`config.mk`:
```
export PLATFORM = sky130hd
export DESIGN_NAME = wildcard_byte_pattern_search_unit
export DESIGN_NICKNAME = d
export VERILOG_FILES = /design/src/rtl/wbps_pkg.sv /design/src/rtl/wbps_ctrl.sv /design/src/rtl/wbps_dp.sv /design/src/rtl/wildcard_byte_pattern_search_unit.sv
export VERILOG_INCLUDE_DIRS = /design/src /design/src/rtl
export SDC_FILE = /design/constraint.sdc
export NUM_CORES = 2
export LEC_CHECK = 0
export ABC_AREA = 0
export BUFFER_PORTS_ARGS = -buffer_cell sky130_fd_sc_hd__buf_2
export CORE_ASPECT_RATIO = 1.1
export CORE_MARGIN = 2
export CORE_UTILIZATION = 53
export CTS_CLUSTER_SIZE = 25
export DETAILED_ROUTE_END_ITERATION = 10
export GPL_TIMING_DRIVEN = 0
export PLACE_DENSITY_LB_ADDON = 0.25
export SYNTH_ARGS = -nofsm -noshare
export SYNTH_HDL_FRONTEND = slang
export SYNTH_SLANG_ARGS = --single-unit
```
`constraint.sdc`:
```
create_clock -name clk -period 3.5 [get_ports clk]
set_clock_uncertainty 0.1 [all_clocks]
set_input_delay 0.175 -clock clk [delete_from_list [all_inputs] [get_ports clk]]
set_output_delay 0.175 -clock clk [all_outputs]
set_load 0.005 [all_outputs]
```
`src/rtl/wildcard_byte_pattern_search_unit_macros.svh`:
```
// Assertion macros for the wildcard byte pattern search unit.
// WBPS_ASSERT_IMP: same-cycle implication. WBPS_ASSERT_NXT: next-cycle implication.
`ifndef WILDCARD_BYTE_PATTERN_SEARCH_UNIT_MACROS_SVH
`define WILDCARD_BYTE_PATTERN_SEARCH_UNIT_MACROS_SVH
`ifndef SYNTHESIS
`define WBPS_ASSERT_IMP(name, clk, rst_n, ante, cons) \
	name: assert property (@(posedge clk) disable iff (!rst_n) (ante) |-> (cons)) \
		else $error("assertion failed");
`define WBPS_ASSERT_NXT(name, clk, rst_n, ante, cons) \
	name: assert property (@(posedge clk) disable iff (!rst_n) (ante) |=> (cons)) \
		else $error("assertion failed");
`else
`define WBPS_ASSERT_IMP(name, clk, rst_n, ante, cons)
`define WBPS_ASSERT_NXT(name, clk, rst_n, ante, cons)
`endif
`endif

```
`src/rtl/wbps_pkg.sv`:
```
package wbps_pkg;

	localparam int CFG_DATA_W = 64;
	localparam int CFG_ADDR_W = 4;
	// register index sits at paddr[3] (8-byte spacing)
	localparam logic REG_IMAGE_BASE = 1'b0;

	localparam logic ACT_PATTERN = 1'b0;
	localparam logic ACT_IMAGE   = 1'b1;

	typedef struct packed {
		logic       action;
		logic [7:0] byte_value;
		logic       is_wildcard;
		logic       last;
	} item_t;

	typedef struct packed {
		logic        found;
		logic [31:0] match_offset;
		logic [63:0] match_address;
	} result_t;

	typedef struct packed {
		logic accept;    // item transaction this cycle
		logic eval;      // resolve match for the most recent image byte
		logic load_out;  // write result register
	} cmd_t;

	typedef struct packed {
		logic result_pending;
	} sts_t;

endpackage

```
`src/rtl/wbps_ctrl.sv`:
```
`include "wildcard_byte_pattern_search_unit_macros.svh"

module wbps_ctrl (
	input  logic           clk,
	input  logic           arst_n,
	input  logic           item_valid,
	input  logic           item_action,
	input  logic           result_ready,
	input  wbps_pkg::sts_t sts,
	output logic           item_ready,
	output logic           result_valid,
	output wbps_pkg::cmd_t cmd
);

	localparam logic [1:0] ST_IDLE = 2'd0;
	localparam logic [1:0] ST_EVAL = 2'd1;
	localparam logic [1:0] ST_SUM  = 2'd2;

	logic [1:0] state_q;
	logic [1:0] state_d;
	logic       result_valid_q;

	always_comb begin
		state_d      = state_q;
		item_ready   = 1'b0;
		cmd.accept   = 1'b0;
		cmd.eval     = 1'b0;
		cmd.load_out = 1'b0;
		unique case (state_q)
			ST_IDLE: begin
				item_ready = 1'b1;
				cmd.accept = item_valid;
				if (item_valid && item_action == wbps_pkg::ACT_IMAGE) begin
					state_d = ST_EVAL;
				end
			end
			ST_EVAL: begin
				cmd.eval = 1'b1;
				state_d  = sts.result_pending ? ST_SUM : ST_IDLE;
			end
			ST_SUM: begin
				if (!result_valid_q || result_ready) begin
					cmd.load_out = 1'b1;
					state_d      = ST_IDLE;
				end
			end
			default: begin
				state_d = ST_IDLE;
			end
		endcase
	end

	always_ff @(posedge clk or negedge arst_n) begin
		if (!arst_n) begin
			state_q        <= ST_IDLE;
			result_valid_q <= 1'b0;
		end else begin
			state_q <= state_d;
			if (cmd.load_out) begin
				result_valid_q <= 1'b1;
			end else if (result_ready) begin
				result_valid_q <= 1'b0;
			end
		end
	end

	assign result_valid = result_valid_q;

	`WBPS_ASSERT_NXT(a_image_goes_eval, clk, arst_n, cmd.accept && item_action, state_q == ST_EVAL)
	`WBPS_ASSERT_IMP(a_load_when_free, clk, arst_n, cmd.load_out, !result_valid_q || result_ready)
	`WBPS_ASSERT_NXT(a_load_sets_valid, clk, arst_n, cmd.load_out, result_valid_q)

endmodule

```
`src/rtl/wbps_dp.sv`:
```
module wbps_dp #(
	parameter int MAX_PATTERN = 64,
	parameter int OFFSET_BITS = 32
) (
	input  logic              clk,
	input  logic              arst_n,
	input  wbps_pkg::item_t   item,
	input  logic [63:0]       image_base,
	input  wbps_pkg::cmd_t    cmd,
	output wbps_pkg::sts_t    sts,
	output wbps_pkg::result_t result
);

	localparam int LEN_W = $clog2(MAX_PATTERN + 1);
	localparam int IDX_W = (MAX_PATTERN > 1) ? $clog2(MAX_PATTERN) : 1;
	localparam int SUM_W = OFFSET_BITS + LEN_W;

	// signature store: each entry feeds its own comparator
	logic [7:0]             pat_byte_q [MAX_PATTERN];
	logic                   pat_wild_q [MAX_PATTERN];
	logic [LEN_W-1:0]       len_q;
	logic                   loaded_q;

	// scan state
	logic [MAX_PATTERN-1:0] pm_q;
	logic [OFFSET_BITS-1:0] seen_q;
	logic                   rep_q;

	// per-byte stage
	logic [OFFSET_BITS-1:0] seen_s1;
	logic                   search_s1;
	logic                   last_s1;

	// resolved result
	logic                   res_found_q;
	logic [OFFSET_BITS-1:0] res_off_q;

	logic                   is_img;
	logic                   clr;
	logic [LEN_W-1:0]       len_eff;
	logic [MAX_PATTERN-1:0] pm_eff;
	logic [MAX_PATTERN-1:0] pm_next;
	logic [OFFSET_BITS-1:0] seen_eff;
	logic                   rep_eff;
	logic                   seen_ok;
	logic                   search_en;
	logic                   wr_en;
	logic [LEN_W-1:0]       len_m1;
	logic                   hit;
	logic [SUM_W-1:0]       off_wide;

	assign is_img = (item.action == wbps_pkg::ACT_IMAGE);

	// a pattern element after a finished load starts a new signature;
	// an image byte during a load ends it; both drop the scan in progress
	always_comb begin
		clr      = is_img ? !loaded_q : loaded_q;
		len_eff  = (!is_img && loaded_q) ? '0 : len_q;
		pm_eff   = clr ? '0 : pm_q;
		seen_eff = clr ? '0 : seen_q;
		rep_eff  = clr ? 1'b0 : rep_q;
		seen_ok  = (seen_eff != {OFFSET_BITS{1'b1}});
		search_en = !rep_eff && seen_ok && (len_q != '0);
		wr_en    = (len_eff < LEN_W'(MAX_PATTERN));
		for (int k = 0; k < MAX_PATTERN; k++) begin
			pm_next[k] = ((k == 0) ? 1'b1 : pm_eff[(k == 0) ? 0 : k - 1])
				&& (pat_wild_q[k] || pat_byte_q[k] == item.byte_value);
		end
	end

	always_ff @(posedge clk) begin
		if (cmd.accept && !is_img && wr_en) begin
			pat_byte_q[len_eff[IDX_W-1:0]] <= item.byte_value;
			pat_wild_q[len_eff[IDX_W-1:0]] <= item.is_wildcard;
		end
	end

	assign len_m1   = len_q - LEN_W'(1);
	assign hit      = search_s1 && pm_q[len_m1[IDX_W-1:0]];
	assign off_wide = SUM_W'(seen_s1) + SUM_W'(1) - SUM_W'(len_q);
	assign sts.result_pending = hit || (last_s1 && !rep_q);

	always_ff @(posedge clk or negedge arst_n) begin
		if (!arst_n) begin
			len_q    <= '0;
			loaded_q <= 1'b1;
			pm_q     <= '0;
			seen_q   <= '0;
			rep_q    <= 1'b0;
		end else if (cmd.accept) begin
			if (!is_img) begin
				if (wr_en) begin
					len_q <= len_eff + LEN_W'(1);
				end else begin
					len_q <= len_eff;
				end
				loaded_q <= item.last;
				pm_q     <= pm_eff;
				seen_q   <= seen_eff;
				rep_q    <= rep_eff;
			end else begin
				loaded_q <= 1'b1;
				pm_q     <= search_en ? pm_next : pm_eff;
				seen_q   <= seen_ok ? seen_eff + OFFSET_BITS'(1) : seen_eff;
				rep_q    <= rep_eff;
			end
		end else if (cmd.eval) begin
			if (last_s1) begin
				pm_q   <= '0;
				seen_q <= '0;
				rep_q  <= 1'b0;
			end else if (hit) begin
				rep_q <= 1'b1;
			end
		end
	end

	always_ff @(posedge clk) begin
		if (cmd.accept) begin
			seen_s1   <= seen_eff;
			search_s1 <= search_en;
			last_s1   <= item.last;
		end
		if (cmd.eval) begin
			res_found_q <= hit;
			res_off_q   <= hit ? off_wide[OFFSET_BITS-1:0] : '0;
		end
		if (cmd.load_out) begin
			result.found         <= res_found_q;
			result.match_offset  <= 32'(res_off_q);
			result.match_address <= res_found_q ? image_base + 64'(res_off_q) : '0;
		end
	end

endmodule

```
`src/rtl/wildcard_byte_pattern_search_unit.sv`:
```
// Channel   Handshake                    Payload            Direction
// item      item_valid / item_ready      wbps_pkg::item_t   in
// result    result_valid / result_ready  wbps_pkg::result_t out
// config    psel/penable/pwrite/pready   paddr, pwdata      in (prdata out)
//
// A pattern element is taken in IDLE. An image byte passes accept and match
// resolve (EVAL) when it gives no result, plus SUM (the 64-bit base add into
// the result register) when it does; eval decides which. Items wait for IDLE.
// Reset clears all control and scan state; the signature store is not cleared.
// A full result register stalls only an item that produces a new result.
module wildcard_byte_pattern_search_unit #(
	parameter int MAX_PATTERN = 64,
	parameter int OFFSET_BITS = 32
) (
	input  logic                              clk,
	input  logic                              arst_n,
	// APB-style configuration
	input  logic                              psel,
	input  logic                              penable,
	input  logic                              pwrite,
	input  logic [wbps_pkg::CFG_ADDR_W-1:0]   paddr,
	input  logic [wbps_pkg::CFG_DATA_W-1:0]   pwdata,
	output logic [wbps_pkg::CFG_DATA_W-1:0]   prdata,
	output logic                              pready,
	// input transactions: pattern elements and image bytes
	input  logic                              item_valid,
	output logic                              item_ready,
	input  wbps_pkg::item_t                   item,
	// output transactions: one per scan
	output logic                              result_valid,
	input  logic                              result_ready,
	output wbps_pkg::result_t                 result
);

	logic [63:0]    image_base_q;
	logic           reg_sel;
	wbps_pkg::cmd_t cmd;
	wbps_pkg::sts_t sts;

	// Only register: image_base at byte address 0 (index in paddr[3]).
	assign pready  = 1'b1;
	assign reg_sel = (paddr[3] == wbps_pkg::REG_IMAGE_BASE);
	assign prdata  = reg_sel ? image_base_q : '0;

	always_ff @(posedge clk or negedge arst_n) begin
		if (!arst_n) begin
			image_base_q <= '0;
		end else if (psel && penable && pwrite && pready && reg_sel) begin
			image_base_q <= pwdata;
		end
	end

	// Controller: sequences accept, match resolve and result load.
	wbps_ctrl u_ctrl (
		.clk          (clk),
		.arst_n       (arst_n),
		.item_valid   (item_valid),
		.item_action  (item.action),
		.result_ready (result_ready),
		.sts          (sts),
		.item_ready   (item_ready),
		.result_valid (result_valid),
		.cmd          (cmd)
	);

	// Datapath: signature store, shift-and match vector, offset and address.
	wbps_dp #(
		.MAX_PATTERN (MAX_PATTERN),
		.OFFSET_BITS (OFFSET_BITS)
	) u_dp (
		.clk        (clk),
		.arst_n     (arst_n),
		.item       (item),
		.image_base (image_base_q),
		.cmd        (cmd),
		.sts        (sts),
		.result     (result)
	);

endmodule
```
==> run summary <==
Peak VDD IR = 0.5007 mV
Synth cell types = 72
Worst Path Max Fanout = 5
clk_lat worst skew = 0.66 ns
Syn-to-layout area delta = 19.59%
Pre-antenna DRT Iters = 6
failing checks = max-capacitance violations, negative setup slack
CTS Buf Count = 92
area share of the largest cell type after synthesis = 53.78%
die height = 296.8 um
Worst EP arrival = 3.84 ns
CTS tree = done
Setup crit start kind = flip-flop
Inst Count DP = 4,298
Clock transition at path regs = 0.06 ns
crit path time final = 3.561 ns
Setup WS post-layout = -0.06131 ns
placer congestion estimate = 0.9676
P_leak = 18.46 nW
flops & latches, synth = 912
Synth Cell Area = 0.04132 mm2
average size of a mapped cell = 13.74 um2
Ys Warns = 0
Slew @ Worst Pin = 1.475 ns
die width = 270.2 um
clk sinks = 912
first-pass GRT wire length = 166.3 mm
Rel. slew slack = 1.289%
synth cell count leaders = edfxtp_1 (740), xor2_1 (418), nor2_1 (252), dfrtp_1 (171), xnor2_1 (166)
Top FF cell, synth = edfxtp_1
MaxCap Viol Count = 1
status = finished with violations
initial antenna violation count = 1
drt wl/cell = 24.22 um
Worst Hold Class = in -> reg
Post-Layout Cell Count = 4,597
Synth area leader = edfxtp_1
Cell Pwr Density = 546.1 mW/mm2
Layout fillers = 5,700
syn_nets = 3,169
ranking of synthesized cells by area = edfxtp_1 (54%), dfrtp_1 (10%), xor2_1 (8.9%)
post-synthesis sequential area ratio = 64.20%
number of global-route vias before repair = 27,530
largest net degree at the start of global routing = 110
CTS H-tree lvls = 3
Worst EP required = 3.78 ns
RSZ-0062 raised after global routing = true
layout cell share with drive strength beyond 1 = 20.58%
io pins = 250
HPWL Detailed = 71.40 mm
Tot Pwr = 0.02698 W
final hold vios = 0
Mapped Cells = 3,007
Post-DRT Antenna Nets = 0
DRC Markers = 0
top-count cell post-synth = edfxtp_1
fin area = 0.04941 mm2
async set-reset flop share out of synthesis = 18.86%
via count = 26,920
EDFF count, synth = 740
fmax = 280.8 MHz
Clock Tree Root = clkbuf_16
clk buf depth = 3
critical path type = reg -> reg
PortBufs = 245
grt total ovfl = 0
Via density = 5.856
fin nets = 3,644
fin crit share = 101.8%
initial DRC count = 2,545
drt total wl = 111.3 mm
CP Capture Type = flip-flop
Initial Utilization = 53.39%
GRT Util Overall = 27.45%
# rows = 107
core region area = 0.07738 mm2
final core occ = 63.85%
DIE AREA = 0.08021 mm2
final setup vio count = 2
placed cell area = 0.04420 mm2
fin. max-slew vios = 0
[flip-flops by register name (all words and copies together) (netlist names)]
signal / count
u_dp.res_found_q: 1
u_dp.loaded_q: 1
u_dp.result: 97
u_dp.rep_q: 1
u_dp.pat_wild_q: 64
u_dp.pm_q: 64
image_base_q: 64
u_dp.res_off_q: 32
u_dp.len_q: 7
u_ctrl.state_q: 2
u_dp.seen_s1: 32
u_dp.last_s1: 1
u_dp.seen_q: 32
u_ctrl.result_valid: 1
u_dp.search_s1: 1
u_dp.pat_byte_q: 512
[cell families (layout without fill, tap and decap cells)]
kind of cell | count (synthesis) | count (layout) | synth area share, %
mux | 89 | 89 | 2.959
simple gates | 722 | 722 | 8.719
xor+xnor | 584 | 584 | 12.38
buf+inv | 196 | 750 | 1.844
other cells | 1 | 2 | 0.009076
fa+ha+maj | 76 | 76 | 2.338
flops | 912 | 912 | 64.20
compound gates | 427 | 427 | 7.547
[stage by stage]
stage                     setup TNS [ns]  worst slack (ns)  hold WS [ns]
after global routing              -21.40           -0.2057        0.1179
after floorplan                 -0.03980          -0.03980       -0.2206
after global placement           -486.98            -1.768        0.2696
after detailed placement         -325.42            -1.796       0.04205
after CTS                         -61.25           -0.4664       0.08989
final                           -0.07309          -0.06131        0.1036
[layer usage]
metal,up-vias,routed length (um),global-route usage [%]
met5,-,13,0
met4,2,4762,11.52
met3,259,7465,3.727
met2,1190,56300,48.28
met1,13410,42790,34.10
li1,12060,-,-
[worst paths after layout]
path	start	endpoint	slack, ns	cells past startpoint
hold reg to reg	u_dp.res_off_q[10]	u_dp.result[74]	0.36	0
setup / recovery	u_dp.len_q[0]	u_dp.res_off_q[30]	-0.06	13
setup reg to reg	u_dp.len_q[0]	u_dp.res_off_q[30]	-0.06	13
max in group asynchronous	arst_n	u_dp.pm_q[8]	2.11	4
min in group asynchronous	arst_n	image_base_q[29]	0.37	3
hold / removal	item[5]	u_dp.pat_byte_q[10][3]	0.10	3
[critical path, stage by stage, from the launching register on]
cell	delay, ns
dfrtp_1	0.37
buf_12	0.14
clkinvlp_4	0.10
buf_6	0.14
ha_4	0.33
clkbuf_16	0.19
mux4_2	0.36
mux4_2	0.56
mux2i_1	0.20
mux2i_2	0.16
nand2_4	0.15
buf_4	0.14
nor2_2	0.03
mux2_4	0.31
[cell type report]
cell class,instances,area [um2],area share (%)
inverter,69,270.3,0.5470
antenna,1,2.502,0.005065
multi-input combinational,1899,14810,29.98
buffer,116,624.3,1.264
tap,1035,1295,2.621
clock buffer,118,2451,4.961
timing repair buffer,392,2927,5.923
sequential,912,26530,53.70
clock inverter,55,495.5,1.003
[placed cells by master, fill, tap and decap left out, types with 15 or more instances in the layout]
| cell | instances |
|---|---|
| nor3_1 | 20 |
| buf_4 | 52 |
| clkinv_1 | 16 |
| and3_1 | 19 |
| clkinv_2 | 22 |
| and2_1 | 38 |
| o21ai_0 | 80 |
| nand4_1 | 22 |
| clkbuf_16 | 94 |
| edfxtp_1 | 740 |
| inv_1 | 62 |
| nand3_1 | 38 |
| nor2_4 | 16 |
| o31ai_1 | 16 |
| or3_1 | 15 |
| nor2b_1 | 69 |
| nor2_2 | 53 |
| a32o_1 | 64 |
| nand2_1 | 112 |
| mux2_2 | 64 |
| nor2_1 | 183 |
| xnor2_1 | 165 |
| dlygate4sd3_1 | 75 |
| mux4_2 | 20 |
| clkbuf_1 | 79 |
| a31oi_1 | 15 |
| a41o_1 | 64 |
| a21oi_1 | 83 |
| buf_2 | 242 |
| xor2_1 | 416 |
| nor4_1 | 71 |
| ha_1 | 58 |
| a21o_1 | 27 |
| buf_1 | 22 |
| dfrtp_1 | 168 |
[report_power, final]
part           switching (W)  leakage [nW]  internal, W
Sequential          0.000370          8.98       0.0122
Clock                0.00415          1.45      0.00544
Combinational        0.00287          8.03      0.00201
Total                0.00739          18.5       0.0196
[timing repair]
item	4_1_cts	5_1_grt
hold buffers	79	0
endpoints found under the hold margin	344	0
pin swaps	20	41
gates resized for setup	137	127
buffers inserted	33	24
cloned	2	0
endpoints found under the setup margin	657	476
Note: power is estimated with default switching activity, not from simulation.
